[src/utf8_to_utf16_transcoder_core_macros.svh]
// Assertion macros for the UTF-8 to UTF-16 transcoder.
// Included by the top level; no other dependencies.
`ifndef UTF8_TO_UTF16_TRANSCODER_CORE_MACROS_SVH
`define UTF8_TO_UTF16_TRANSCODER_CORE_MACROS_SVH

`ifndef SYNTH

// Same-cycle implication, disabled during reset.
`define UTT_ASSERT_IMP(label, clk, rst_n, ante, cons, msg) \
  label: assert property (@(posedge clk) disable iff (!rst_n) (ante) |-> (cons)) \
    else $error(msg);

// Next-cycle implication, disabled during reset.
`define UTT_ASSERT_NEXT(label, clk, rst_n, ante, cons, msg) \
  label: assert property (@(posedge clk) disable iff (!rst_n) (ante) |=> (cons)) \
    else $error(msg);

`else

`define UTT_ASSERT_IMP(label, clk, rst_n, ante, cons, msg)
`define UTT_ASSERT_NEXT(label, clk, rst_n, ante, cons, msg)

`endif

`endif

[src/utt_pkg.sv]
// Shared types and constants of the UTF-8 to UTF-16 transcoder.
// No dependencies; imported by every module of the block.
`timescale 1ns / 1ps
`default_nettype none

package utt_pkg;

  localparam int unsigned POINT_W = 21;
  localparam int unsigned UNIT_W  = 16;
  localparam int unsigned BYTE_W  = 8;

  // Surrogate arithmetic constants.
  localparam logic [UNIT_W-1:0] SURR_HIGH_BASE = 16'hD800;
  localparam logic [UNIT_W-1:0] SURR_LOW_BASE  = 16'hDC00;
  // Bits [25:10] of the 26-bit difference reach the high unit.
  localparam logic [25:0]       SUPP_OFFSET    = 26'h0010000;

  // Byte classes.
  localparam logic [1:0] CONT_TAG   = 2'b10;
  localparam logic [2:0] LEAD2_TAG  = 3'b110;
  localparam logic [3:0] LEAD3_TAG  = 4'b1110;
  localparam logic [4:0] LEAD4_TAG  = 5'b11110;

  // One decoded code point waiting for the back end.
  typedef struct packed {
    logic [POINT_W-1:0] point;
    logic               pair;
  } utt_entry_t;

  // Back-end status seen by the top level.
  typedef struct packed {
    logic pop;
    logic low_pend;
  } utt_back_sts_t;

endpackage

`default_nettype wire

[src/utt_front.sv]
// Front end: accepts UTF-8 bytes, tracks the pending sequence and pushes
// completed code points into the queue. Depends on utt_pkg.
`timescale 1ns / 1ps
`default_nettype none

module utt_front (
  input  logic                clk,
  input  logic                rst_n,
  input  logic                in_tvalid,
  output logic                in_tready,
  input  logic [7:0]          in_tdata,   // [7:0] byte_in
  input  logic                in_tlast,   // stream_last
  input  logic                q_full,
  output logic                q_push,
  output utt_pkg::utt_entry_t q_entry
);
  import utt_pkg::*;

  logic [POINT_W-1:0] pp_r, pp_nxt;
  logic [1:0]         need_r, need_nxt;
  logic               four_r, four_nxt;
  logic               accept;
  logic               emit;
  logic [POINT_W-1:0] pp_shift;
  logic [1:0]         need_dec;
  logic [BYTE_W-1:0]  b;

  assign in_tready = !q_full;
  assign accept    = in_tvalid && in_tready;
  assign b         = in_tdata;
  assign pp_shift  = {pp_r[POINT_W-7:0], b[5:0]};
  assign need_dec  = need_r - 2'd1;

  // Next decode state and the code point that this byte completes.
  always_comb begin
    pp_nxt        = pp_r;
    need_nxt      = need_r;
    four_nxt      = four_r;
    emit          = 1'b0;
    q_entry.point = pp_shift;
    q_entry.pair  = four_r;
    if (b[7:6] == CONT_TAG) begin
      if (need_r != 2'd0) begin
        if (need_dec == 2'd0) begin
          emit     = 1'b1;
          pp_nxt   = '0;
          need_nxt = 2'd0;
          four_nxt = 1'b0;
        end else begin
          pp_nxt   = pp_shift;
          need_nxt = need_dec;
        end
      end
    end else begin
      // Any other byte drops a pending sequence and starts over.
      pp_nxt   = '0;
      need_nxt = 2'd0;
      four_nxt = 1'b0;
      priority if (!b[7]) begin
        emit          = 1'b1;
        q_entry.point = {13'd0, b};
        q_entry.pair  = 1'b0;
      end else if (b[7:5] == LEAD2_TAG) begin
        pp_nxt   = {16'd0, b[4:0]};
        need_nxt = 2'd1;
      end else if (b[7:4] == LEAD3_TAG) begin
        pp_nxt   = {17'd0, b[3:0]};
        need_nxt = 2'd2;
      end else if (b[7:3] == LEAD4_TAG) begin
        pp_nxt   = {18'd0, b[2:0]};
        need_nxt = 2'd3;
        four_nxt = 1'b1;
      end else begin
        pp_nxt = '0;
      end
    end
    // End of stream discards an incomplete sequence.
    if (in_tlast) begin
      pp_nxt   = '0;
      need_nxt = 2'd0;
      four_nxt = 1'b0;
    end
  end

  assign q_push = accept && emit;

  // Decode state advances only on an accepted transfer.
  always_ff @(posedge clk) begin
    if (!rst_n) begin
      pp_r   <= '0;
      need_r <= 2'd0;
      four_r <= 1'b0;
    end else if (accept) begin
      pp_r   <= pp_nxt;
      need_r <= need_nxt;
      four_r <= four_nxt;
    end
  end

endmodule

`default_nettype wire

[src/utt_queue.sv]
// Small FIFO of decoded code points between front and back end.
// Depends on utt_pkg.
`timescale 1ns / 1ps
`default_nettype none

module utt_queue #(
  parameter int unsigned DEPTH = 4
) (
  input  logic                clk,
  input  logic                rst_n,
  input  logic                push,
  input  utt_pkg::utt_entry_t push_entry,
  output logic                full,
  input  logic                pop,
  output utt_pkg::utt_entry_t rd_entry,
  output logic                empty
);
  import utt_pkg::*;

  localparam int unsigned AW = $clog2(DEPTH);
  localparam int unsigned CW = $clog2(DEPTH + 1);

  utt_entry_t    mem_r [DEPTH];
  logic [AW-1:0] wr_ptr_r, wr_ptr_nxt;
  logic [AW-1:0] rd_ptr_r, rd_ptr_nxt;
  logic [CW-1:0] count_r, count_nxt;
  logic          do_push;
  logic          do_pop;

  assign full     = (count_r == CW'(DEPTH));
  assign empty    = (count_r == '0);
  assign do_push  = push && !full;
  assign do_pop   = pop && !empty;
  assign rd_entry = mem_r[rd_ptr_r];

  // Pointer wrap and occupancy.
  always_comb begin
    wr_ptr_nxt = wr_ptr_r;
    rd_ptr_nxt = rd_ptr_r;
    count_nxt  = count_r;
    if (do_push) begin
      wr_ptr_nxt = (wr_ptr_r == AW'(DEPTH - 1)) ? '0 : wr_ptr_r + 1'b1;
    end
    if (do_pop) begin
      rd_ptr_nxt = (rd_ptr_r == AW'(DEPTH - 1)) ? '0 : rd_ptr_r + 1'b1;
    end
    if (do_push && !do_pop) begin
      count_nxt = count_r + 1'b1;
    end else if (do_pop && !do_push) begin
      count_nxt = count_r - 1'b1;
    end
  end

  always_ff @(posedge clk) begin
    if (!rst_n) begin
      wr_ptr_r <= '0;
      rd_ptr_r <= '0;
      count_r  <= '0;
    end else begin
      wr_ptr_r <= wr_ptr_nxt;
      rd_ptr_r <= rd_ptr_nxt;
      count_r  <= count_nxt;
    end
  end

  // Storage needs no reset.
  always_ff @(posedge clk) begin
    if (do_push) begin
      mem_r[wr_ptr_r] <= push_entry;
    end
  end

endmodule

`default_nettype wire

[src/utt_back.sv]
// Back end: turns queued code points into UTF-16 units, splitting
// supplementary points into surrogate pairs. Depends on utt_pkg.
`timescale 1ns / 1ps
`default_nettype none

module utt_back (
  input  logic                  clk,
  input  logic                  rst_n,
  input  logic                  q_empty,
  input  utt_pkg::utt_entry_t   q_entry,
  output utt_pkg::utt_back_sts_t sts,
  output logic                  out_tvalid,
  input  logic                  out_tready,
  output logic [15:0]           out_tdata,  // [15:0] code_unit
  output logic                  out_tlast   // run_last
);
  import utt_pkg::*;

  logic              valid_r, valid_nxt;
  logic [UNIT_W-1:0] data_r, data_nxt;
  logic              last_r, last_nxt;
  logic              low_pend_r, low_pend_nxt;
  logic [UNIT_W-1:0] low_r, low_nxt;
  logic              load;
  logic              pop;
  logic [25:0]       diff;
  logic [UNIT_W-1:0] high_unit;
  logic [UNIT_W-1:0] low_unit;

  // Surrogate split with the 26-bit wrap of the offset subtraction.
  assign diff      = {5'd0, q_entry.point} - SUPP_OFFSET;
  assign high_unit = SURR_HIGH_BASE + diff[25:10];
  assign low_unit  = SURR_LOW_BASE + {6'd0, q_entry.point[9:0]};

  assign load = !valid_r || out_tready;
  assign pop  = load && !low_pend_r && !q_empty;

  // Output register: low surrogate first, else the next queued point.
  always_comb begin
    valid_nxt    = valid_r;
    data_nxt     = data_r;
    last_nxt     = last_r;
    low_pend_nxt = low_pend_r;
    low_nxt      = low_r;
    if (load) begin
      valid_nxt = 1'b0;
      if (low_pend_r) begin
        valid_nxt    = 1'b1;
        data_nxt     = low_r;
        last_nxt     = 1'b1;
        low_pend_nxt = 1'b0;
      end else if (!q_empty) begin
        valid_nxt = 1'b1;
        if (q_entry.pair) begin
          data_nxt     = high_unit;
          last_nxt     = 1'b0;
          low_pend_nxt = 1'b1;
          low_nxt      = low_unit;
        end else begin
          data_nxt = q_entry.point[UNIT_W-1:0];
          last_nxt = 1'b1;
        end
      end
    end
  end

  always_ff @(posedge clk) begin
    if (!rst_n) begin
      valid_r    <= 1'b0;
      low_pend_r <= 1'b0;
    end else begin
      valid_r    <= valid_nxt;
      low_pend_r <= low_pend_nxt;
    end
  end

  always_ff @(posedge clk) begin
    data_r <= data_nxt;
    last_r <= last_nxt;
    low_r  <= low_nxt;
  end

  assign out_tvalid   = valid_r;
  assign out_tdata    = data_r;
  assign out_tlast    = last_r;
  assign sts.pop      = pop;
  assign sts.low_pend = low_pend_r;

endmodule

`default_nettype wire

[src/utf8_to_utf16_transcoder_core.sv]
// UTF-8 to UTF-16 transcoder, top level: front end, point queue, back end.
// Depends on utt_pkg, utt_front, utt_queue, utt_back and the macro header.
//
// Usage:
//   The input stream carries one UTF-8 byte per transfer in in_tdata;
//   in_tlast marks the final byte, after which an unfinished sequence is
//   discarded. The output stream carries one UTF-16 code unit per
//   transfer; out_tlast is high on the last unit caused by an input byte
//   and low on the high surrogate of a pair.
//   A byte that completes a code point is first written into the queue;
//   its first unit is then loaded into the output register, raising out_tvalid.
//   Throughput: one byte per cycle on the input while in_tready is high,
//   one unit per cycle on the output while out_tready is high; the two units
//   of a pair fit the byte rate, as pairs come only from four-byte sequences.
//   The decoded-point queue (QUEUE_DEPTH entries) sets how long the input
//   keeps flowing while the output is stalled; once it fills, in_tready
//   drops until the back end drains an entry.
//   Reset clears the decode state, the queue and the output valid and pending flags.
`timescale 1ns / 1ps
`default_nettype none
`include "utf8_to_utf16_transcoder_core_macros.svh"

module utf8_to_utf16_transcoder_core #(
  parameter int unsigned QUEUE_DEPTH = 4
) (
  input  logic        clk,
  input  logic        rst_n,
  input  logic        in_tvalid,
  output logic        in_tready,
  input  logic [7:0]  in_tdata,   // [7:0] byte_in
  input  logic        in_tlast,   // stream_last
  output logic        out_tvalid,
  input  logic        out_tready,
  output logic [15:0] out_tdata,  // [15:0] code_unit
  output logic        out_tlast   // run_last
);
  import utt_pkg::*;

  utt_entry_t    push_entry;
  utt_entry_t    head_entry;
  logic          q_push;
  logic          q_full;
  logic          q_empty;
  utt_back_sts_t back_sts;

  // Byte decoding.
  utt_front u_front (
    .clk       (clk),
    .rst_n     (rst_n),
    .in_tvalid (in_tvalid),
    .in_tready (in_tready),
    .in_tdata  (in_tdata),
    .in_tlast  (in_tlast),
    .q_full    (q_full),
    .q_push    (q_push),
    .q_entry   (push_entry)
  );

  // Decoded points waiting for the output side.
  utt_queue #(
    .DEPTH (QUEUE_DEPTH)
  ) u_queue (
    .clk        (clk),
    .rst_n      (rst_n),
    .push       (q_push),
    .push_entry (push_entry),
    .full       (q_full),
    .pop        (back_sts.pop),
    .rd_entry   (head_entry),
    .empty      (q_empty)
  );

  // Unit generation and output register.
  utt_back u_back (
    .clk        (clk),
    .rst_n      (rst_n),
    .q_empty    (q_empty),
    .q_entry    (head_entry),
    .sts        (back_sts),
    .out_tvalid (out_tvalid),
    .out_tready (out_tready),
    .out_tdata  (out_tdata),
    .out_tlast  (out_tlast)
  );

  // A popped supplementary point leaves its low surrogate pending.
  `UTT_ASSERT_NEXT(a_pair_sets_low, clk, rst_n, back_sts.pop && head_entry.pair, back_sts.low_pend, "pair pop did not leave a low surrogate pending")
  // A pending low surrogate sits behind a high unit in the output register.
  `UTT_ASSERT_IMP(a_low_behind_high, clk, rst_n, back_sts.low_pend, out_tvalid && !out_tlast, "low surrogate pending without a high unit shown")
  // A unit that is not the last of its byte is always followed by the low half.
  `UTT_ASSERT_IMP(a_high_has_low, clk, rst_n, out_tvalid && !out_tlast, back_sts.low_pend, "high surrogate shown without a low half")
  // No pop while the low surrogate still waits.
  `UTT_ASSERT_IMP(a_no_pop_on_low, clk, rst_n, back_sts.low_pend, !back_sts.pop, "queue popped while a low surrogate waits")

endmodule

`default_nettype wire
[config.mk]
export PLATFORM = sky130hd
export DESIGN_NAME = utf8_to_utf16_transcoder_core
export DESIGN_NICKNAME = d
export VERILOG_FILES = /design/src/utt_pkg.sv /design/src/utt_front.sv /design/src/utt_queue.sv /design/src/utt_back.sv /design/src/utf8_to_utf16_transcoder_core.sv
export VERILOG_INCLUDE_DIRS = /design/src /design/src/src
export SDC_FILE = /design/constraint.sdc
export NUM_CORES = 1
export LEC_CHECK = 0
export BUFFER_PORTS_ARGS = -buffer_cell sky130_fd_sc_hd__buf_4
export CORE_ASPECT_RATIO = 1.5
export CORE_MARGIN = 2
export CORE_UTILIZATION = 43
export DETAILED_ROUTE_END_ITERATION = 12
export PLACE_DENSITY = 0.6
export REMOVE_ABC_BUFFERS = 1
export SYNTH_ARGS = -nofsm -noshare
export SYNTH_HDL_FRONTEND = slang
export SYNTH_SLANG_ARGS = --single-unit
[constraint.sdc]
create_clock -name clk -period 5.6 [get_ports clk]
set_input_delay 0.56 -clock clk [delete_from_list [all_inputs] [get_ports clk]]
set_output_delay 0.56 -clock clk [all_outputs]
set_load 0.01 [all_outputs]
==> results.toml, run 1 <==
[detailed_routing]
drc = 0
vias_per_cell = 5.27
wl_met2_mm = 5.53
routedWlPerCell_um = 17.3
drt-total-wl_mm = 10.3
first_iter_violations = 95
top_layer = "met4"
dr.pass1.iters = 4
postRouteAntennaNets = 0
wl_met1_mm = 4.35
wl_met3_um = 289
vias = 3130

[critical_path]
critPathCaptureType = "flip-flop"
slowest_stage = "dfxtp_1"
required_ps = 5940
startpoint_type = "flip-flop"
critPathMaxStageDelay_ps = 850
cp_max_fo = 27
cp.arrival_ps = 2950
cpMostUsedCell = "inv_1"
cp_cell_sequence = "nor3_1 -> inv_1 -> ha_1 -> inv_1 -> fa_1 -> xor2_1 -> or3_1 -> a21boi_0"
path_class = "flip-flop to flip-flop"

[die]
dieArea_um2 = 14700
io_pins = 32
die_h_um = 147
coreArea_um2 = 13400
rows = 52
start_util_pct = 43.9
die_x_um = 99.5

[synth]
synth.top_cell.area_share_pct = 58.7
seq_area_frac_synth_pct = 68.6
syn_area_um2 = 5880
async_flop_share_pct = 0
synth_adder_area_share_pct = 2.47
synth_seq_cells = 144
synth-xor-area-share_pct = 0.595
yosysTopAreaCell = "edfxtp_1"
synth.most_common_cell = "edfxtp_1"
synth.distinct_cells = 46
ys.flop_type = "edfxtp_1"
synth_top_family_by_area = "multiplexers"
synth-simple-area-share_pct = 8.89
muxShareOfSynthArea_pct = 10.8
synth_compound_area_share_pct = 6.02
syn_inst = 383
syn_avg_cell_area_um2 = 15.4
synth_edf_count = 115
synth_common_cells = "edfxtp_1 (115), dfxtp_1 (29), nand2_1 (27)"
yosys_warnings = 0
yosys-top-cells-area = "edfxtp_1 (59%), dfxtp_1 (9.9%), mux4_2 (7.7%)"

[timing]
finalSetupViolations = 0
fmax_mhz = 383
post-route-min-period_ps = 2610
tightest_slew_ps = 1130
finalSetupTns_ps = 0
maxSlewViolCount = 0
finClkSkew_ps = 7.10
rsz0062_at_grt = "no"
timing.final.crit_share_pct = 46.6
slew_headroom_pct = 24.6
hold_viol = 0

[place]
place.gp.congestion = 0.758
portBuffers = 31
placed_area_um2 = 6280
dpl.hpwl_mm = 6.92

[pwr]
vdd_drop_max_mv = 0.215
p_leak_nw = 2.41
power_density_nw_per_um2 = 486
power_mw = 3.35

[finish]
fin_util_pct = 51.5
regArea_um2 = 4030
fillers = 1126
syn_to_final_growth_pct = 17.2
drive_gt1_share_pct = 20.6
fin_nets = 443
multi_input_area_um2 = 1690
diodes = 0
fin_area_um2 = 6900

[clock_network]
insertion_delay_ps = 410
post_cts_buffers = 0
cts_hold_repair.buffers = 0
clockBufferDepth = 2
htree_levels = 4
cts_tree = "built"
cts_buffers = 17
root_buffer = "clkbuf_16"
clock_sinks = 144
clk_pin_slew_ps = 60
post_cts_resized = 0

[global_route]
first_global_vias = 3220
overflow = 0
grt.total_usage_pct = 15.4
grt_max_degree = 28
antenna_found_initial = 0
grt_pass1_wl_mm = 16.8

[run_status]
status = "finished, final reports clean"

[min_path]
hold_path.class = "input pin to flip-flop"

[job]
drv_cap = 0
[cells by family (layout without fill, tap and decap cells)]
| kind of cell | count (synthesis) | in the layout |
|---|---|---|
| compound gates | 50 | 50 |
| xor+xnor | 4 | 4 |
| flops | 144 | 144 |
| mux | 35 | 35 |
| simple gates | 100 | 100 |
| fa+ha+maj | 11 | 11 |
| buf+inv | 39 | 88 |
[cell type report]
type	instances	share of cell area (%)
Sequential cell	144	58.5
Multi-Input combinational cell	200	24.5
Clock buffer	19	6.28
Timing Repair Buffer	37	4.03
Tap cell	162	2.94
Clock inverter	13	2.72
Inverter	19	1.03
[cell usage in the layout (no fill, tap or decap), drive strengths merged, types with 3 or more instances in the layout]
cell type  count
ha            10
o32ai          3
mux2i         12
nor2b          9
nand2b         3
edfxtp       115
clkbuf        19
nand2         27
buf           37
nand3         11
o21ai         14
clkinvlp       5
bufinv         4
nor3           4
clkinv         3
inv           20
or3            5
mux4          22
a21boi        17
and2          22
nor2          10
dfxtp         29
[sequential cells by signal, summed over array words and instances, names as in the netlist, named ones only]
| signal | count |
|---|---|
| u_front.four_r | 1 |
| u_front.need_r | 2 |
| u_queue.mem_r | 88 |
| u_queue.rd_ptr_r | 2 |
| u_back.low_pend_r | 1 |
| u_back.low_r | 10 |
| u_back.out_tdata | 16 |
| u_queue.wr_ptr_r | 2 |
| u_queue.count_r | 3 |
| u_back.out_tvalid | 1 |
| u_back.out_tlast | 1 |
| u_front.pp_r | 15 |
[metal layers]
layer  global-route usage, %  vias up
li1                        -     1510
met1                    18.5     1563
met2                    26.4       49
met3                    3.85        8
met4                    6.44        0
met5                       0        -
[through the flow]
stage	hold slack [ps]	instances	setup slack (ps)
2_1_floorplan	426	363	2810
4_1_cts	348	594	2950
3_3_place_gp	436	562	3090
3_5_place_dp	439	562	2990
6_report	371	594	2990
5_1_grt	352	594	2750
[path summary, 6_finish.rpt]
path                                                     start                         endpoint  slack (ps)  depth (start not counted)
worst max-delay path            u_back.low_pend_r$_SDFFE_PN0N_  u_queue.count_r[2]$_SDFFE_PN0P_        2990                          8
worst min-delay path                               in_tdata[0]    u_queue.mem_r[2][1]$_DFFE_PP_         370                          1
worst max register to register  u_back.low_pend_r$_SDFFE_PN0N_  u_queue.count_r[2]$_SDFFE_PN0P_        2990                          8
worst min register to register   u_front.pp_r[11]$_SDFFE_PN0P_    u_front.pp_r[11]$_SDFFE_PN0P_         440                          2
[critical path: cells and delay by family (launching register included)]
kind,cells,cell delay (ps)
adders and majority gates,2,580
buffers and inverters,2,200
AOI/OAI and AO/OA,1,160
DFF,1,850
xor gates and xnor gates,1,160
and+or+nand+nor,2,590
[where the power goes]
group          switching [mW]  internal [mW]  leakage (nW)  total [mW]
clock                   0.426          0.746         0.283        1.17
sequential             0.0593           1.36          1.31        1.42
combinational           0.405          0.353         0.820       0.759
total                   0.891           2.46          2.41        3.35
(Power assumes the default switching activity.)
==> run 2, diff against run 1 <==
--- a/config.mk
+++ b/config.mk
@@ -6,12 +6,13 @@
 export SDC_FILE = /design/constraint.sdc
 export NUM_CORES = 1
 export LEC_CHECK = 0
+export ABC_AREA = 1
 export BUFFER_PORTS_ARGS = -buffer_cell sky130_fd_sc_hd__buf_4
 export CORE_ASPECT_RATIO = 1.5
 export CORE_MARGIN = 2
 export CORE_UTILIZATION = 43
 export DETAILED_ROUTE_END_ITERATION = 12
-export PLACE_DENSITY = 0.6
+export PLACE_DENSITY = 0.59
 export REMOVE_ABC_BUFFERS = 1
 export SYNTH_ARGS = -nofsm -noshare
 export SYNTH_HDL_FRONTEND = slang
==> constraint.sdc (replaced) <==
create_clock -name clk -period 2.6 [get_ports clk]
set_input_delay 0.26 -clock clk [delete_from_list [all_inputs] [get_ports clk]]
set_output_delay 0.26 -clock clk [all_outputs]
set_load 0.01 [all_outputs]
==> results.toml, run 2 <==
[timing]
fmax_mhz = 483
finalSetupTns_ps = 0
holdWs_ps = 67.0
maxSlewViolCount = 0
tightest_slew_ps = 713
finalSetupViolations = 0
post-route-min-period_ps = 2070
finClkSkew_ps = 9.60
rsz0062_at_grt = "no"
timing.final.crit_share_pct = 79.7
hold_viol = 0
slew_headroom_pct = 52.4
setup_slack_ps = 529

[place]
place.gp.congestion = 0.773
place_ws_ps = 558
placed_area_um2 = 6380
dpl.hpwl_mm = 7.75
portBuffers = 31

[synth]
synth_common_cells = "nand2_1 (136), edfxtp_1 (115), inv_1 (61)"
ys.flop_type = "edfxtp_1"
synth.top_cell.area_share_pct = 57.8
synth.most_common_cell = "nand2_1"
synth.distinct_cells = 30
seq_area_frac_synth_pct = 67.5
syn_avg_cell_area_um2 = 10.7
synth_seq_cells = 144
synth_edf_count = 115
yosysTopAreaCell = "edfxtp_1"
syn_inst = 556
syn_area_um2 = 5980
async_flop_share_pct = 0
yosys_warnings = 0
yosys-top-cells-area = "edfxtp_1 (58%), dfxtp_1 (9.7%), nand2_1 (8.5%)"

[critical_path]
path_class = "flip-flop to flip-flop"
critPathMaxStageDelay_ps = 380
cp_cell_sequence = "nor3_1 -> inv_1 -> nand2_1 -> ha_1 -> inv_1 -> fa_1 -> a21oi_1 -> o21ai_0 -> o21ai_0 -> a21oi_1"
critPathCaptureType = "flip-flop"
slowest_stage = "fa_1"
path_buf_inv = 2
critical-path-top-delay-family = "adder cells"
required_ps = 2890
cp.arrival_ps = 2360
cp_max_fo = 4
startpoint_type = "flip-flop"

[global_route]
first_global_vias = 3907
antenna_found_initial = 0
overflow = 0
grt.total_usage_pct = 17.2
grt_max_degree = 37
grt_pass1_wl_mm = 19.3

[finish]
drive_gt1_share_pct = 14.0
top_register = "u_queue.mem_r"
final_common_cell = "nand2_1"
layout_common_cells = "nand2_1 (136), edfxtp_1 (115), inv_1 (61)"
largest_reg_flops = 88
syn_to_final_growth_pct = 17.5
fin_nets = 619
diodes = 0
fin_area_um2 = 7020

[detailed_routing]
routedWlPerCell_um = 15.1
dr.pass1.iters = 4
postRouteAntennaNets = 0
vias_per_cell = 5.08
drc = 0
first_iter_violations = 238
vias = 3913
drt-total-wl_mm = 11.6

[run_status]
status = "finished, final reports clean"

[clock_network]
cts_hold_repair.buffers = 0
root_buffer = "clkbuf_16"
clk_pin_slew_ps = 60
htree_levels = 4
post_cts_resized = 0
insertion_delay_ps = 410
post_cts_buffers = 0
clockBufferDepth = 2
cts_buffers = 17
cts_tree = "built"
clock_sinks = 144

[die]
io_pins = 32
die_x_um = 100
dieArea_um2 = 14900
rows = 52
coreArea_um2 = 13500
die_h_um = 148
start_util_pct = 44.2

[pwr]
power_mw = 8.05
p_sw_share_pct = 31.9
power_density_nw_per_um2 = 1150
p_leak_nw = 2.81
p_clk_share_pct = 32.3
seq_power_share_pct = 38.7
p_switching_mw = 2.57
vdd_drop_max_mv = 0.664
p_int_mw = 5.48
p_comb_share_pct = 29.0

[job]
drv_cap = 0

[min_path]
hold_path.class = "input pin to flip-flop"
-- run 2: cell count changes after synthesis, moves of 10 or more --
| cell | change |
|---|---|
| a21boi_1 | -15 |
| a21oi_1 | +24 |
| and2_1 | -22 |
| inv_1 | +43 |
| mux2i_1 | -11 |
| mux4_2 | -20 |
| nand2_1 | +109 |
| nand3_1 | +34 |
| nor2_1 | +30 |
| o211ai_1 | +10 |
| o21ai_0 | +30 |
| o21ai_1 | -12 |
-- run 2: path summary, 6_finish.rpt --
kind | from | endpoint | slack, ps | depth (start not counted)
worst max-delay path | u_queue.count_r[0]$_SDFFE_PN0P_ | u_queue.count_r[2]$_SDFFE_PN0P_ | 530 | 10
worst min-delay path | in_tdata[2] | u_queue.mem_r[3][3]$_DFFE_PP_ | 70 | 1
worst max register to register | u_queue.count_r[0]$_SDFFE_PN0P_ | u_queue.count_r[2]$_SDFFE_PN0P_ | 530 | 10
worst min register to register | u_front.pp_r[12]$_SDFFE_PN0P_ | u_front.pp_r[12]$_SDFFE_PN0P_ | 470 | 2
-- run 2: kinds of logic (layout without fill, tap and decap cells) --
group / after synthesis / after routing / synth area share, %
adder cells (fa/ha/maj): 11 / 11 / 2.43
flip-flops: 144 / 144 / 67.5
AND/OR/NAND/NOR: 230 / 230 / 15.8
buffers and inverters: 88 / 140 / 6.34
multiplexers: 1 / 1 / 0.168
XOR/XNOR: 2 / 2 / 0.293
AO/OA/AOI/OAI: 80 / 80 / 7.45
-- run 2: cell type report --
class / instances / area (um^2)
multi-input combinational: 324 / 1570
tap: 162 / 203
clock buffer: 18 / 429
sequential: 144 / 4030
timing repair buffer: 43 / 323
inverter: 65 / 244
fill: 1216 / 6510
clock inverter: 14 / 214
-- run 2: worst register-to-register path: stages (launching register included) --
cell     delay (ps)
dfxtp_1         350
nor3_1          290
inv_1           100
nand2_1         110
ha_1            170
inv_1            80
fa_1            380
a21oi_1         150
o21ai_0         110
o21ai_0         160
a21oi_1          60
-- run 2: power by group through the flow --
stage / registers, mW / clock network, mW / logic (mW)
final: 3.11 / 2.60 / 2.34
after global routing: 3.15 / 2.74 / 2.66
after CTS: 3.12 / 2.64 / 2.37
after floorplan: 3.32 / 0 / 1.32
after detailed placement: 3.16 / 0 / 2.36
after global placement: 3.15 / 0 / 2.31
-- run 2: per-layer routing --
metal | share of wire [%] | GRT usage (%) | wire length, um | vias up
met5 | 0 | 0 | 0 | -
met4 | 3.1 | 8.15 | 362 | 0
met2 | 51 | 29.3 | 5970 | 92
met3 | 4.4 | 4.42 | 507 | 24
li1 | - | - | - | 1952
met1 | 41 | 20.0 | 4800 | 1845
-- run 2: through the flow --
step                utilization [%]  std cells
floorplan                         -        533
global placement               47.1        738
detailed placement             47.1        738
CTS                            51.9        770
global route                   51.9        770
finish                         51.9        770
